File: src/rtl/reti_pkg.sv
// ----------------------------------------------------------------------------
// reti_pkg
// Shared types and constants for the ranked entry table.
// ----------------------------------------------------------------------------
package reti_pkg;

    localparam int DEF_TABLE_DEPTH = 128;

    typedef enum logic [1:0] {
        MODE_INSERT = 2'd0,
        MODE_READ   = 2'd1,
        MODE_CLEAR  = 2'd2,
        MODE_UNUSED = 2'd3
    } t_mode;

    typedef enum logic [1:0] {
        ST_OK    = 2'd0,
        ST_FULL  = 2'd1,
        ST_RANGE = 2'd2,
        ST_RSVD  = 2'd3
    } t_status;

    typedef struct packed {
        logic [31:0] ip;
        logic [15:0] port;
        logic [7:0]  clients;
        logic [7:0]  limit;
        logic [7:0]  bots;
        logic [9:0]  lat;
        logic        priv;
    } t_entry;

    // Neighbour link: data and the "new record ranks before me" flag.
    typedef struct packed {
        t_entry data;
        logic   go;
    } t_link;

endpackage

File: src/rtl/reti_cell.sv
// ----------------------------------------------------------------------------
// reti_cell
// One rank slot: compares the new record with its entry, then holds, loads
// the new record or takes its left neighbour's entry.
// ----------------------------------------------------------------------------
module reti_cell
    import reti_pkg::*;
#(
    parameter int IDX = 0,
    parameter int CW  = 8
) (
    input  logic          i_clk,
    input  logic          i_insert,
    input  logic [CW-1:0] i_count,
    input  t_entry        i_new,
    input  t_link         i_left,
    output t_link         o_link,
    output logic          o_load
);

    t_entry      r_entry;
    logic        occ;
    logic        rb;
    logic        shift;
    logic signed [8:0] hn;
    logic signed [8:0] he;

    assign occ = (CW'(IDX) < i_count);
    assign hn  = $signed({1'b0, i_new.clients}) - $signed({1'b0, i_new.bots});
    assign he  = $signed({1'b0, r_entry.clients}) - $signed({1'b0, r_entry.bots});

    always_comb begin
        if (hn != he) begin
            rb = (hn > he);
        end else if (i_new.clients != r_entry.clients) begin
            rb = (i_new.clients > r_entry.clients);
        end else begin
            rb = (i_new.lat < r_entry.lat);
        end
    end

    assign o_link.go   = occ & rb;
    assign o_link.data = r_entry;
    assign shift  = i_insert & i_left.go;
    assign o_load = i_insert & ~i_left.go & (o_link.go | (i_count == CW'(IDX)));

    // Shift right from the neighbour, else drop the new record in here.
    always_ff @(posedge i_clk) begin
        if (shift) begin
            r_entry <= i_left.data;
        end else if (o_load) begin
            r_entry <= i_new;
        end
    end

endmodule

File: config.mk
export PLATFORM = sky130hd
export DESIGN_NAME = reti_cell
export DESIGN_NICKNAME = d
export VERILOG_FILES = /design/src/rtl/reti_pkg.sv /design/src/rtl/reti_cell.sv
export SDC_FILE = /design/constraint.sdc
export NUM_CORES = 1
export LEC_CHECK = 0
export BUFFER_PORTS_ARGS = -buffer_cell sky130_fd_sc_hd__buf_2
export CAP_MARGIN = 20
export CORE_MARGIN = 3
export CORE_UTILIZATION = 49
export CTS_CLUSTER_SIZE = 25
export DETAILED_ROUTE_END_ITERATION = 16
export PLACE_DENSITY_LB_ADDON = 0.2
export SLEW_MARGIN = 10
export SYNTH_ARGS = -nofsm -noshare
export SYNTH_HDL_FRONTEND = slang
export SYNTH_SLANG_ARGS = --single-unit
File: constraint.sdc
create_clock -name i_clk -period 17.8 [get_ports i_clk]
set_input_delay 1.78 -clock i_clk [delete_from_list [all_inputs] [get_ports i_clk]]
set_output_delay 1.78 -clock i_clk [all_outputs]
set_load 0.02 [all_outputs]
After elaboration in Yosys (flattened, before gate mapping) --
Index checks and enable logic that the tools add are counted.
Storage, ports and cells: flip-flop bits (word level) 83, input port bits 177, output and inout port bits 85
Cells by class: add/subtract/negate cells 2, order comparisons 4, eq/ne operators 2, muxes and demuxes 4, bitwise operators 6, reduce and logical (&&, ||, !) cells 2
Operator list (count):
- $mux 83 | 2
- $sub 8x8->9 | 2
- $lt 10x10->1 | 1
- $gt 9x9->1 | 1
- $ne 9x9->1 | 1
- $gt 8x8->1 | 1
- $logic_not 8->1 | 1
- $lt 1x8->1 const A | 1
- $ne 8x8->1 | 1
- $and 1x1->1 | 4
- $mux 1 | 2
- $reduce_bool 2->1 | 1
- $not 1->1 | 1
- $or 1x1->1 | 1

Depth between registers and ports, before layout --
Gate-level depths: netlist of the first run.
depth after elaboration 8, gate-level depth with buffers 16

Worst setup path before layout of the first run --
Ideal clock, no wire load.
path kind input port to flip-flop, start in i_new[27] in the netlist's numbering, end reg r_entry, in the netlist o_link[10], enable pin, setup time 0.574 ns, arrival time 8.572 ns, data required time 17.226 ns, slack 8.655 ns, cell stages on the path 16, path buffers 0, cells stage by stage inv_1 > ha_1 > inv_1 > fa_1 > a21o_1 > a21oi_1 > o21bai_1 > a21oi_1 > nor2_1 > a211oi_1 > ha_1 > nand4_1 > nor3_1 > or4_1 > nand3b_1 > a31oi_1
On the way: cells in the longest elaborated chain, start to end 7, elaborated cells between the ends (all ways) 11, those cells by class 1 x add/sub; 2 x order compare; 2 x eq/ne; 2 x mux; 3 x bitwise; 1 x reduce/logical
Ends and longest elaborated chain:
- from (decl) | line reti_cell.sv:15 | input t_entry i_new,
- $sub 8x8->9, or another cell as far along | line reti_cell.sv:29 | assign hn = $signed({1'b0, i_new.clients}) - $signed({1'b0, i_new.bots});
- $gt 9x9->1, or another cell as far along | line reti_cell.sv:34 | rb = (hn > he);
- $mux 1 * | line reti_cell.sv:33 | if (hn != he) begin
- $and 1x1->1 * | line reti_cell.sv:42 | assign o_link.go = occ & rb;
- $or 1x1->1 * | line reti_cell.sv:45 | assign o_load = i_insert & ~i_left.go & (o_link.go | (i_count == CW'(IDX)));
- $and 1x1->1 * | line reti_cell.sv:45
- $reduce_bool 2->1 (no source line) *
- to (signal assigned) | line reti_cell.sv:50 | r_entry <= i_left.data;
- to (signal assigned) | line reti_cell.sv:52 | r_entry <= i_new;
- to (decl) | line reti_cell.sv:21 | t_entry r_entry;
Mark *: on every way between the ends. The rest lies on a longest branch, timed or not. A chain may end at the register's enable or synchronous reset.

Final worst setup path of the first run --
start in i_new[27] in the netlist's numbering, end out o_load
On the way: cells in the longest elaborated chain, start to end 6, elaborated cells between the ends (all ways) 10, those cells by class 1 x add/sub; 2 x order compare; 2 x eq/ne; 2 x mux; 3 x bitwise
Ends and longest elaborated chain:
- $sub 8x8->9, or another cell as far along | line reti_cell.sv:29
- $gt 9x9->1, or another cell as far along | line reti_cell.sv:34
- $mux 1 * | line reti_cell.sv:33
- $and 1x1->1 * | line reti_cell.sv:42
- $or 1x1->1 * | line reti_cell.sv:45
- $and 1x1->1 * | line reti_cell.sv:45
- to (decl) | line reti_cell.sv:18 | output logic o_load
Marks and branches as above.

==> results.json, run 1 <==
{
  "status": "complete, no violations",
  "clkSlewWorstSetupHoldPaths_ps": 90,
  "antenna_found_initial": 0,
  "grt-ovfl-total": 0,
  "p_sw_w": 0.000228,
  "drt-initial-drc-count": 117,
  "peakVddDrop_mv": 0.0572,
  "ys_seq_area_frac": 0.518,
  "yosysTopAreaCellShare": 0.518,
  "path_max_fanout": 4,
  "ant_nets": 0,
  "power.leakage_nw": 3.01,
  "routed_via_density": 4.98,
  "hp-class": "flip-flop to flip-flop",
  "cp_slowest_cell": "or4_1",
  "cts-root-buf": "clkbuf_8",
  "worstMarginPinSlew_ps": 1060,
  "coreArea_mm2": 0.00937,
  "portBuffers": 261,
  "cts_hold_buf": 0,
  "synth-async-reset-ratio": 0,
  "grt_start_max_net_pins": 84,
  "clock.fmax_mhz": 145,
  "syn_to_final_growth_pct": 34.3,
  "ys_seq_elements": 83,
  "setup_violations": 0,
  "slew_headroom": 0.294,
  "avgSynthCellArea_um2": 13.6,
  "r2r_slack_ps": 13590,
  "drive_gt1_frac": 0.598,
  "fin_crit_sh": 0.386,
  "synth_warnings": 0,
  "critical_path.cell_chain": "buf_2, inv_1, ha_1, inv_1, fa_1, a21o_1, a21oi_1, o21bai_1, a21oi_1, nor2_1, a211oi_1, ha_1, nand4_1, nor3_1, or4_1, nand3b_1, a311oi_2, buf_2",
  "maxSlewViolCount": 0,
  "postCtsSetupBuffers": 0,
  "fin_util": 0.689,
  "diodes": 0,
  "post-route-drc-count": 0,
  "dr_total_vias": 3753,
  "rows": 35,
  "tns_ps": 0,
  "start_util": 0.513,
  "sequentialPowerShare": 0.423,
  "final.setup_skew_ps": 12.3,
  "sw_frac_of_total": 0.359,
  "final_nets": 840,
  "dp_hpwl_mm": 9.69,
  "cts_buffers": 9,
  "pre_cts_ws_ps": 10930,
  "hold_viol_final": 0,
  "synthTopCellsByCount": "83 x edfxtp_1, 83 x mux2_2, 42 x ha_1",
  "ys_types": 36,
  "clk_path_buf_depth": 2,
  "crit_type": "input pin to primary output",
  "die_area_mm2": 0.0110,
  "power_density_mw_per_mm2": 98.4,
  "syn_nets": 575,
  "syn_area_mm2": 0.00481,
  "ctsResizeCount": 0,
  "start_kind": "input pin",
  "place_congestion": 0.814,
  "setup_slack_ps": 10920,
  "holdPathStages": 8,
  "slowest_delay_ps": 460,
  "period_minus_slack_ps": 6880,
  "drt_first_pass_iters": 4,
  "largest_register_ffs": 83,
  "maxCapViolations": 0,
  "pwr-share-clk": 0.199,
  "worstPathArrival_ps": 5100,
  "die_x_um": 105,
  "critPathCaptureType": "primary output",
  "r2r_cells": 17,
  "syn_inst": 354,
  "ys.flop_type": "edfxtp_1",
  "grt_pass1_vias": 3913,
  "dieHeight_um": 105,
  "rsz0062_at_grt": "false",
  "wire_per_inst_um": 16.3,
  "yosys.area.top_type": "edfxtp_1",
  "cts_tree": "yes",
  "synth_area_leaders": "edfxtp_1 52%, mux2_2 19%, ha_1 11%",
  "synth_edf_count": 83,
  "clock_sinks": 83,
  "clk_latency_ps": 350,
  "wl_mm": 12.3,
  "hold_ws_ps": 1610,
  "internal-power_w": 0.000407,
  "ios": 262,
  "grt_pass1_wl_mm": 18.8,
  "required_ps": 16020,
  "p_comb_frac": 0.377,
  "track_usage": 0.216,
  "h-tree-depth": 3
}
[cells by family (layout without fill, tap and decap cells)]
group	count (synthesis)	after routing	share of synthesized area
fa+ha+maj	44	44	0.118
compound gates	41	41	0.0627
mux	83	83	0.194
xor+xnor	11	11	0.0200
simple gates	42	42	0.0460
flops	83	83	0.518
buf+inv	50	320	0.0411
[power by group through the flow]
stage                     Clock [W]  Sequential [W]  Combinational, W
after floorplan                   0        0.000322          0.000112
after global placement            0        0.000274          0.000231
after detailed placement          0        0.000275          0.000237
after CTS                  0.000131        0.000271          0.000240
after global routing       0.000137        0.000273          0.000264
final                      0.000127        0.000269          0.000240
[critical path: cells and delay by family]
| kind | cells | cell delay (ps) |
|---|---|---|
| fa+ha+maj | 3 | 860 |
| compound gates | 6 | 1080 |
| buf+inv | 4 | 410 |
| simple gates | 5 | 980 |
[through the flow]
step                total power, W  cell area, um^2  cells
floorplan                 0.000435             4810    354
global placement          0.000505             6260    736
detailed placement        0.000512             6260    736
CTS                       0.000641             6440    752
global route              0.000674             6460    753
finish                    0.000636             6460    753
[worst paths after layout]
check	start	to
max	i_new[27]	o_load
min	o_link[12]	o_link[6]
max reg2reg	o_link[28]	o_link[76]
min reg2reg	o_link[12]	o_link[6]
[cell type report]
| cell class | instances | area (um^2) |
|---|---|---|
| fillers | 756 | 2910 |
| flip-flops and latches | 83 | 2490 |
| multi-input cells | 221 | 2140 |
| inverters | 41 | 154 |
| repair buffers | 263 | 1330 |
| clock buffers | 10 | 128 |
| well taps | 129 | 161 |
| clock inverters | 6 | 48.8 |
[layout by cell type (no fill, tap or decap), types with 4 or more instances in the layout]
master / instances
buf_2: 261
mux2_2: 83
edfxtp_1: 83
ha_1: 42
inv_1: 41
a21oi_1: 15
clkbuf_8: 9
nor2_1: 8
xnor2_1: 7
o21ai_0: 6
nor3_1: 6
nand2_1: 5
nand4_1: 5
xor2_1: 4
nand3_1: 4
[per-layer routing]
| metal | vias to the layer above | global-route usage | part of all wire |
|---|---|---|---|
| li1 | 1848 | - | - |
| met1 | 1737 | 0.224 | 0.35 |
| met2 | 149 | 0.408 | 0.55 |
| met3 | 19 | 0.0754 | 0.079 |
| met4 | 0 | 0.0600 | 0.017 |
| met5 | - | 0 | 0 |
Note: power is estimated with default switching activity, not from simulation.
==> run 2: changes to the inputs <==
Settings changed: ABC_AREA set to 1, CORE_UTILIZATION 49 to 46.
Clock period 17.8 ns to 6.7 ns, I/O delays scaled along.
==> results.json, run 2 <==
{
  "status": "complete, no violations",
  "r2r_slack_ps": 2920,
  "ys_seq_area_frac": 0.499,
  "holdPathStages": 2,
  "dr_total_vias": 4058,
  "synth_area_leaders": "edfxtp_1 50%, mux2_2 17%, ha_1 11%",
  "synth_edf_count": 83,
  "grt-ovfl-total": 0,
  "final_nets": 910,
  "crit_type": "input pin to primary output",
  "wire_per_inst_um": 15.8,
  "avgSynthCellArea_um2": 11.8,
  "rows": 37,
  "final_common_cell": "buf_2",
  "power.leakage_nw": 3.25,
  "tns_ps": 0,
  "ios": 262,
  "hold_viol_final": 0,
  "final.setup_skew_ps": 11.5,
  "period_minus_slack_ps": 4150,
  "maxSlewViolCount": 0,
  "ys_types": 31,
  "maxCapViolations": 0,
  "synth_warnings": 0,
  "holdCritStartpoint": "i_left[3]",
  "routed_via_density": 4.89,
  "r2r_start": "o_link[28]",
  "clkSlewWorstSetupHoldPaths_ps": 90,
  "cts_buffers": 9,
  "clock_sinks": 83,
  "dp_hpwl_mm": 10.6,
  "syn_nets": 646,
  "syn_inst": 425,
  "drt_first_pass_iters": 4,
  "synth-async-reset-ratio": 0,
  "die_area_mm2": 0.0121,
  "start_util": 0.477,
  "start_kind": "input pin",
  "path_max_fanout": 4,
  "yosysMostFrequentCell": "edfxtp_1",
  "pre_cts_ws_ps": 2240,
  "critPathCaptureType": "primary output",
  "yosysTopAreaCellShare": 0.499,
  "fin_crit_sh": 0.619,
  "fin_util": 0.634,
  "drive_gt1_frac": 0.527,
  "ys.flop_type": "edfxtp_1",
  "h-tree-depth": 3,
  "clock.fmax_mhz": 241,
  "setup_violations": 0,
  "worstPathArrival_ps": 3480,
  "grt_pass1_vias": 4124,
  "syn_area_mm2": 0.00499,
  "diodes": 0,
  "die_x_um": 110,
  "peakVddDrop_mv": 0.141,
  "worstMarginPinSlew_ps": 610,
  "power_density_mw_per_mm2": 273,
  "ctsResizeCount": 0,
  "clk_latency_ps": 350,
  "yosys.area.top_type": "edfxtp_1",
  "worstReg2RegEnd": "o_link[26]",
  "cts_tree": "yes",
  "setup_slack_ps": 2550,
  "syn_to_final_growth_pct": 32.7,
  "antenna_found_initial": 0,
  "post-route-drc-count": 0,
  "largest_register_ffs": 83,
  "layout_common_cells": "261 x buf_2, 83 x edfxtp_1, 74 x mux2_2, 68 x inv_1, 53 x nand2_1",
  "synthTopCellsByCount": "83 x edfxtp_1, 74 x mux2_2, 68 x inv_1",
  "drt-initial-drc-count": 134,
  "hold_end": "o_link[3]",
  "portBuffers": 261,
  "rsz0062_at_grt": "false",
  "ant_nets": 0,
  "dieHeight_um": 110,
  "cts-root-buf": "clkbuf_8",
  "clk_path_buf_depth": 2,
  "postCtsSetupBuffers": 0,
  "r2r_cells": 19,
  "slew_headroom": 0.593,
  "track_usage": 0.213,
  "cts_hold_buf": 0,
  "coreArea_mm2": 0.0105,
  "grt_pass1_wl_mm": 19.4,
  "ys_seq_elements": 83,
  "layoutNonFillerInstCount": 830,
  "dp.cells": 813,
  "wl_mm": 13.1,
  "hp-class": "input pin to flip-flop",
  "place_congestion": 0.854,
  "hold_ws_ps": 611,
  "grt_start_max_net_pins": 84,
  "required_ps": 6030
}
[run 2: changes by cell type after synthesis, moves of 6 or more]
| cell | previous run | this run |
|---|---|---|
| nor2_1 | 8 | 19 |
| inv_1 | 41 | 68 |
| mux2_2 | 83 | 74 |
| buf_6 | 0 | 6 |
| nand2_1 | 6 | 55 |
| a21oi_1 | 15 | 25 |
[run 2: final cells by class]
class	count	area [um^2]
Multi-Input combinational cell	264	2170
Sequential cell	83	2490
Clock inverter	6	71.3
Inverter	68	255
Tap cell	136	170
Timing Repair Buffer	263	1340
Fill cell	863	3830
Clock buffer	10	128
[run 2: worst max-delay path by stage]
| stage | startpoint | to | slack [ps] | cells past startpoint |
|---|---|---|---|---|
| 2_1_floorplan | i_new[27] | o_link[10] | 1610 | 21 |
| 3_3_place_gp | i_new[27] | o_link[46] | 2350 | 22 |
| 3_5_place_dp | i_new[27] | o_link[46] | 2240 | 22 |
| 4_1_cts | i_new[27] | o_link[0] | 2550 | 21 |
| 5_1_grt | i_new[27] | o_link[0] | 2240 | 21 |
| 6_report | i_new[27] | o_link[0] | 2550 | 21 |
[run 2: critical path, stage by stage]
cell and delay (ps):
buf_2 90, inv_1 80, ha_1 150, inv_1 50
fa_1 400, nand3_1 100, nand3_1 100, a21oi_1 170
o21bai_2 90, nand2_1 70, nand2_1 50, a21oi_1 150
ha_1 290, nand2_2 120, inv_1 40, a21oi_1 170
nand3_1 90, nand2_1 70, nand3_2 80, a21boi_1 220
buf_2 210
[run 2: routing by layer]
| metal | routed length [um] | vias to the layer above | track usage |
|---|---|---|---|
| met4 | 513 | 0 | 0.108 |
| li1 | - | 2008 | - |
| met1 | 4770 | 1846 | 0.239 |
| met3 | 799 | 33 | 0.0384 |
| met2 | 6990 | 171 | 0.386 |
| met5 | 0 | - | 0 |
[run 2: cells by family (layout without fill, tap and decap cells)]
kind of cell,count (synthesis),after routing,synth area share
AO/OA/AOI/OAI,37,37,0.0443
XOR/XNOR,12,12,0.0210
adder cells (fa/ha/maj),44,44,0.113
buffers and inverters,78,347,0.0691
flip-flops,83,83,0.499
multiplexers,74,74,0.167
AND/OR/NAND/NOR,97,97,0.0864
[run 2: metrics by stage]
| step | power [W] | instance area, um^2 |
|---|---|---|
| 3_5_place_dp | 0.00145 | 6400 |
| 3_3_place_gp | 0.00143 | 6400 |
| 2_1_floorplan | 0.00121 | 4990 |
| 6_report | 0.00181 | 6630 |
| 5_1_grt | 0.00193 | 6630 |
| 4_1_cts | 0.00182 | 6600 |
[run 2: power breakdown]
| group | leakage (nW) | internal [W] | switching (W) | total (W) |
|---|---|---|---|---|
| Sequential | 0.792 | 0.000693 | 0.0000298 | 0.000723 |
| Clock | 0.0935 | 0.000176 | 0.000192 | 0.000368 |
| Combinational | 2.37 | 0.000266 | 0.000451 | 0.000717 |
